==> src/hdl/nbbo_quote_aggregator_defines.svh <==
// Assertion macros shared by the NBBO quote aggregator RTL.
`ifndef NBBO_QUOTE_AGGREGATOR_DEFINES_SVH
`define NBBO_QUOTE_AGGREGATOR_DEFINES_SVH

`ifndef SYNTHESIS
`define NQA_ASSERT(lbl, prop, msg) \
  lbl: assert property (@(posedge clk_i) disable iff (!rst_ni) (prop)) else $error(msg);
`define NQA_ASSERT_NEVER(lbl, prop, msg) \
  lbl: assert property (@(posedge clk_i) disable iff (!rst_ni) !(prop)) else $error(msg);
`else
`define NQA_ASSERT(lbl, prop, msg)
`define NQA_ASSERT_NEVER(lbl, prop, msg)
`endif

`endif

==> src/hdl/nqa_pkg.sv <==
// Types, constants and codes shared by the NBBO quote aggregator.
`default_nettype none
package nqa_pkg;

  localparam int unsigned DEF_EXCHANGES = 32;
  localparam int unsigned DEF_SYMBOLS   = 4096;

  localparam int unsigned TS_W    = 47;
  localparam int unsigned SYM_W_I = 12;
  localparam int unsigned EX_W_I  = 5;
  localparam int unsigned CHR_W   = 8;
  localparam int unsigned PRICE_W = 32;
  localparam int unsigned QSIZE_W = 24;
  localparam int unsigned BSIZE_W = 29;
  localparam int unsigned MASK_W  = 32;

  localparam logic [CHR_W-1:0] CH_C = 8'h43;
  localparam logic [CHR_W-1:0] CH_E = 8'h45;
  localparam logic [CHR_W-1:0] CH_F = 8'h46;
  localparam logic [CHR_W-1:0] CH_I = 8'h49;
  localparam logic [CHR_W-1:0] CH_L = 8'h4C;
  localparam logic [CHR_W-1:0] CH_N = 8'h4E;
  localparam logic [CHR_W-1:0] CH_U = 8'h55;
  localparam logic [CHR_W-1:0] CH_X = 8'h58;
  localparam logic [CHR_W-1:0] CH_Z = 8'h5A;
  localparam logic [CHR_W-1:0] CH_4 = 8'h34;

  typedef enum logic [1:0] {
    ST_OK           = 2'd0,
    ST_UNKNOWN_SRC  = 2'd1,
    ST_INCONSISTENT = 2'd2
  } status_e;

  typedef struct packed {
    logic [TS_W-1:0]    timestamp;
    logic [SYM_W_I-1:0] symbol_index;
    logic [EX_W_I-1:0]  exchange_index;
    logic [CHR_W-1:0]   source_code;
    logic [CHR_W-1:0]   condition_code;
    logic [PRICE_W-1:0] bid_price;
    logic [QSIZE_W-1:0] bid_size;
    logic [PRICE_W-1:0] offer_price;
    logic [QSIZE_W-1:0] offer_size;
  } quote_in_t;

  typedef struct packed {
    logic               changed;
    logic [TS_W-1:0]    quote_time;
    logic [PRICE_W-1:0] best_bid_price;
    logic [BSIZE_W-1:0] best_bid_size;
    logic [PRICE_W-1:0] best_offer_price;
    logic [BSIZE_W-1:0] best_offer_size;
    status_e            status;
  } quote_out_t;

  typedef struct packed {
    logic              clear;
    logic              load;
    logic              eval;
    logic              scan_issue;
    logic [EX_W_I-1:0] scan_idx;
    logic              commit;
  } cmd_t;

  typedef struct packed {
    logic clear_done;
    logic need_scan;
    logic abort;
    logic out_free;
  } stat_t;

endpackage
`default_nettype wire

==> src/hdl/nqa_ctrl.sv <==
// Controller state machine of the NBBO quote aggregator.
`default_nettype none
`include "nbbo_quote_aggregator_defines.svh"
module nqa_ctrl
  import nqa_pkg::*;
#(
  parameter int unsigned EXCHANGES = DEF_EXCHANGES
) (
  input  wire logic clk_i,
  input  wire logic rst_ni,
  input  wire logic in_valid_i,
  output logic      in_ready_o,
  input  stat_t     stat_i,
  output cmd_t      cmd_o
);

  typedef enum logic [6:0] {
    S_CLEAR    = 7'b0000001,
    S_IDLE     = 7'b0000010,
    S_READ     = 7'b0000100,
    S_EVAL     = 7'b0001000,
    S_SCAN     = 7'b0010000,
    S_SCAN_END = 7'b0100000,
    S_COMMIT   = 7'b1000000
  } state_e;

  localparam logic [EX_W_I-1:0] LAST_EX = EX_W_I'(EXCHANGES - 1);

  state_e state_q, state_d;
  logic [EX_W_I-1:0] cnt_q, cnt_d;

  always_comb begin
    state_d = state_q;
    cnt_d   = cnt_q;
    cmd_o   = '0;
    in_ready_o = 1'b0;
    unique case (state_q)
      S_CLEAR: begin
        cmd_o.clear = 1'b1;
        if (stat_i.clear_done) state_d = S_IDLE;
      end
      S_IDLE: begin
        in_ready_o = 1'b1;
        if (in_valid_i) begin
          cmd_o.load = 1'b1;
          state_d = S_READ;
        end
      end
      S_READ: state_d = S_EVAL;
      S_EVAL: begin
        cmd_o.eval = 1'b1;
        cnt_d = '0;
        if (!stat_i.abort && stat_i.need_scan) state_d = S_SCAN;
        else state_d = S_COMMIT;
      end
      S_SCAN: begin
        cmd_o.scan_issue = 1'b1;
        cmd_o.scan_idx   = cnt_q;
        if (cnt_q == LAST_EX) state_d = S_SCAN_END;
        else cnt_d = cnt_q + 1'b1;
      end
      S_SCAN_END: state_d = S_COMMIT;
      S_COMMIT: begin
        if (stat_i.out_free) begin
          cmd_o.commit = 1'b1;
          state_d = S_IDLE;
        end
      end
      default: state_d = S_CLEAR;
    endcase
  end

  always_ff @(posedge clk_i or negedge rst_ni) begin
    if (!rst_ni) begin
      state_q <= S_CLEAR;
      cnt_q   <= '0;
    end else begin
      state_q <= state_d;
      cnt_q   <= cnt_d;
    end
  end

  `NQA_ASSERT(a_ready_after_clear, in_ready_o |-> stat_i.clear_done, "ready before clear")
  `NQA_ASSERT(a_commit_free, cmd_o.commit |-> stat_i.out_free, "commit into full output")
  `NQA_ASSERT(a_scan_range, cmd_o.scan_issue |-> (cmd_o.scan_idx <= LAST_EX), "scan range")
  `NQA_ASSERT(a_load_read, cmd_o.load |=> (state_q == S_READ), "load not followed by read")

endmodule
`default_nettype wire

==> config.mk <==
export PLATFORM = sky130hd
export DESIGN_NAME = nqa_ctrl
export DESIGN_NICKNAME = d
export VERILOG_FILES = /design/src/hdl/nqa_pkg.sv /design/src/hdl/nqa_ctrl.sv
export VERILOG_INCLUDE_DIRS = /design/src /design/src/hdl
export SDC_FILE = /design/constraint.sdc
export NUM_CORES = 1
export LEC_CHECK = 0
export BUFFER_PORTS_ARGS = -buffer_cell sky130_fd_sc_hd__buf_4
export CORE_MARGIN = 10
export CORE_UTILIZATION = 55
export DETAILED_ROUTE_END_ITERATION = 16
export GPL_TIMING_DRIVEN = 0
export PLACE_DENSITY = 0.81
export SYNTH_ARGS = -nofsm -noshare
export SYNTH_HDL_FRONTEND = slang
export SYNTH_SLANG_ARGS = --single-unit
==> constraint.sdc <==
create_clock -name clk_i -period 5.45 [get_ports clk_i]
set_clock_uncertainty 0.15 [all_clocks]
set_input_delay 1.3625 -clock clk_i [delete_from_list [all_inputs] [get_ports clk_i]]
set_output_delay 1.3625 -clock clk_i [all_outputs]
set_load 0.01 [all_outputs]
[Yosys cells after proc, flatten, opt, wreduce, memory -nomap -nowiden]
Cells that the tools add are included.
Storage, ports and cells
  register bits after elaboration: 12
  input port bits: 7
  output and inout bits: 11
  word-level logic and storage cells: 37
Operators by class
  $add $sub $neg: 1
  equal/unequal tests: 13
  mux-type cells: 16
  reductions and logical operators: 5
Operator list (count)
  $pmux 7 s7: 1
  $mux 7: 5
  $ne 2x2->1 const B: 5
  $pmux 5 s2: 1
  $eq 7x1->1 const B: 1
  $eq 7x2->1 const B: 1
  $eq 7x3->1 const B: 1
  $eq 7x4->1 const B: 1
  $eq 7x5->1 const B: 1
  $eq 7x6->1 const B: 1
  $eq 7x7->1 const B: 1
  $mux 1: 7
  $mux 6: 1
  $add 5x1->5 const B: 1
  $eq 5x5->1 const B: 1
  $mux 5: 1
  $reduce_and 4->1: 1
  $reduce_and 2->1: 1
  $reduce_bool 2->1: 1
  $logic_and 1x1->1: 1
  $logic_not 1->1: 1

[Longest topological paths before layout]
  depth after elaboration: 4
  mapped depth: 7
  depth with buffers taken out: 7

[Worst setup path after synthesis]
OpenSTA, ideal clock, no wires.
  path type: register -> output
  start point: register state_q[5]
  end point: output port cmd_o[8] in the netlist's numbering
  data arrival time: 1.567 ns
  required time: 3.938 ns
  path slack: 2.371 ns
  stages on the path, launching flop included: 5
  path buffers: 0
  cells stage by stage: dfrtp_1 > or3_4 > or3_2 > inv_1 > and2_1
RTL lines
  from (decl): RTL line nqa_ctrl.sv:29  | state_e state_q, state_d;
  from (signal assigned): RTL line nqa_ctrl.sv:78  | state_q <= state_d;
  to (decl): RTL line nqa_ctrl.sv:14  | output cmd_t cmd_o

==> reports/qor.yml <==
clkLatencyLatePin_ns: 0.28
numCtsBuffers: 3
diodes: 0
synthMostInstantiatedCell: "dfrtp_1"
drv_cap: 0
rr_endpoint: "cnt_q[2]"
period_minus_slack_ns: 3.552
cts_tree: "yes"
clkTransAtPathRegs_ns: 0.08
grt_pass1_vias: 764
htreeDepth: 1
cp.arrival_ns: 2.04
synth-simple-area-share_pct: 32.24
port_buffers: 17
core_sq_um: 1334
setup_viol: 0
power_density_nw_per_um2: 348.2
area_growth_pct: 22.74
slowest_delay_ns: 0.46
finalHoldViolCount: 0
io_pins: 18
place_area_sq_um: 949.7
crit_type: "flip-flop to primary output"
drive_gt1_share_pct: 26.32
synthMuxAreaShare_pct: 0
p_leak_nw: 0.4861
vias: 749
rrSetupSlack_ns: 3.18
cts_resized: 0
dieWidth_um: 58.22
fp.dieArea_sq_um: 3389
hold_class: "flip-flop to flip-flop"
synth_top_family_by_area: "simple AND/OR/NAND/NOR gates"
drv_slew: 0
cp.required_ns: 3.94
nFillCells: 112
clockPowerShare_pct: 21.5
yosys_warnings: 0
synth_common_cells: "dfrtp_1, inv_1, and2_1, o21ai_0"
antenna_found_initial: 0
yosysTopAreaCellShare_pct: 34.27
grt_max_degree: 13
power_switching_share_pct: 37.35
grt_pass1_wl_mm: 3.305
synth_area_per_cell_sq_um: 8.637
crit_chain: "or3_4 > or4_1 > buf_2 > clkinv_1 > buf_4"
r2r_cells: 7
hold_depth: 1
rsz0062_at_grt: "false"
fin_crit_sh_pct: 65.17
die-height_um: 58.22
finalSetupTns_ns: 0
grt_overflow: 0
cp-end-kind: "primary output"
numClockSinks: 12
internal_power_uw: 215.1
status: "finished clean"
grt_use_total_pct: 12.16
ys_async_sr_fraction_pct: 100.0
p_comb_share_pct: 42.2
synth_ff_type: "dfrtp_1"
p_sw_uw: 128.2
r2r-start: "cnt_q[0]"
routed_via_density: 5.806
synth_xor_area_share_pct: 1.090
cts_hold_buffers: 0
synth-edff-count: 0
min_from: "cnt_q[0]"
pwr-share-seq_pct: 36.4
crit_fanout: 8
dp.final_hpwl_mm: 1.546
max_slew.worst_pin.slew_ns: 0.3840
cts_buffer_depth: 2
ant_nets: 0
routabilityCongestion: 0.8409
synth_cell_types: 40
drc_errors: 0
syn-cell-area_sq_um: 803.3
synth_top_area_cell: "dfrtp_1"
slowest_stage: "dfrtp_1"
rows: 13
slew_headroom_pct: 74.19
drt_iter0_markers: 13
num-nets-final: 124
synth_fa_ha_area_share_pct: 3.115
synth-compound-area-share_pct: 19.16
max-vdd-ir-drop_mv: 0.3399
start_util_pct: 60.23
wl_mm: 1.968
syn_nets: 102
drtPass1Iterations: 4
clk_root_buffer_cell: "clkbuf_4"
synth_seq_area_share_pct: 37.54
min_to: "cnt_q[0]"
syn_inst: 93
final_area_sq_um: 985.9
ys_ff_latch: 12
fmax_ghz: 0.2815
routedWlPerCell_um: 15.26
start_kind: "flip-flop"
yosys-top-cells-area: "dfrtp_1, and2_1, inv_1, o211ai_1, nand2b_1"
cts_setup_buffers: 0
## power by group through the flow
stage / clock network (mW) / logic, mW / registers [mW]
after floorplan: 0 / 0.104 / 0.121
after global placement: 0 / 0.142 / 0.125
after detailed placement: 0 / 0.146 / 0.126
after CTS: 0.0745 / 0.147 / 0.124
after global routing: 0.0791 / 0.164 / 0.128
final: 0.0737 / 0.145 / 0.125
## logic make-up (layout without fill, tap and decap cells)
family	after synthesis	after routing
AND/OR/NAND/NOR	41	41
buffers and inverters	14	35
flip-flops	12	12
adder cells (fa/ha/maj)	2	2
AO/OA/AOI/OAI	23	23
XOR/XNOR	1	1
## routing by layer
| layer | GRT usage, % | routed length, um | vias up |
|---|---|---|---|
| li1 | - | - | 377 |
| met3 | 4.793 | 127 | 5 |
| met5 | 0 | 0 | - |
| met1 | 14.02 | 909 | 353 |
| met2 | 19.02 | 900 | 14 |
| met4 | 6.040 | 31 | 0 |
## critical path: cells and delay by family, from the launching register on
| family | cells | cell delay [ns] |
|---|---|---|
| buffers and inverters | 3 | 0.41 |
| and+or+nand+nor | 2 | 0.88 |
| DFF | 1 | 0.46 |
## area by class of cell
class                      instances  area (sq um)  area share, %
buffer                             3         13.76          1.396
clock buffer                       4         36.28          3.680
inverter                          11         41.29          4.188
multi-input combinational         67         446.7          45.30
sequential                        12         301.5          30.58
tap                               15         18.77          1.904
timing repair buffer              17         127.6          12.94
## stage by stage
stage / hold slack [ns] / setup WS [ns] / util, % / total power [mW] / cells
2_1_floorplan: 0.3378 / 2.371 / - / 0.2256 / 93
3_3_place_gp: 0.3681 / 2.193 / 71.20 / 0.2669 / 125
3_5_place_dp: 0.3808 / 2.186 / 71.20 / 0.2717 / 125
4_1_cts: 0.3970 / 1.884 / 73.92 / 0.3454 / 129
5_1_grt: 0.4329 / 1.749 / 73.92 / 0.3708 / 129
6_report: 0.3956 / 1.898 / 73.92 / 0.3433 / 129
## state kept, by name (all words and copies together) (netlist names)
register and count:
cnt_q 5, state_q 7
## worst max-delay path by stage
stage,startpoint,end,cells after the start
global route,state_q[1],cmd_o[4],6
detailed placement,in_valid_i,cmd_o[8],3
global placement,stat_i[0],cmd_o[0],3
floorplan,state_q[5],cmd_o[8],4
CTS,state_q[4],cmd_o[7],5
finish,state_q[4],cmd_o[7],5
## placed cells by master (no fill, tap or decap), drive strengths merged, types with 2 or more instances in the layout
cell type | synthesis | layout
and2 | 6 | 6
and3 | 3 | 3
buf | 1 | 18
clkbuf | 2 | 6
dfrtp | 11 | 11
ha | 2 | 2
inv | 10 | 10
nand2b | 5 | 5
nand3 | 5 | 5
nand4 | 2 | 2
nor2 | 4 | 4
nor3 | 2 | 2
nor3b | 2 | 2
nor4 | 2 | 2
o211ai | 5 | 5
o21ai | 9 | 9
or3 | 2 | 2
or4 | 3 | 3
No activity file was read; power rests on OpenSTA's default activity.
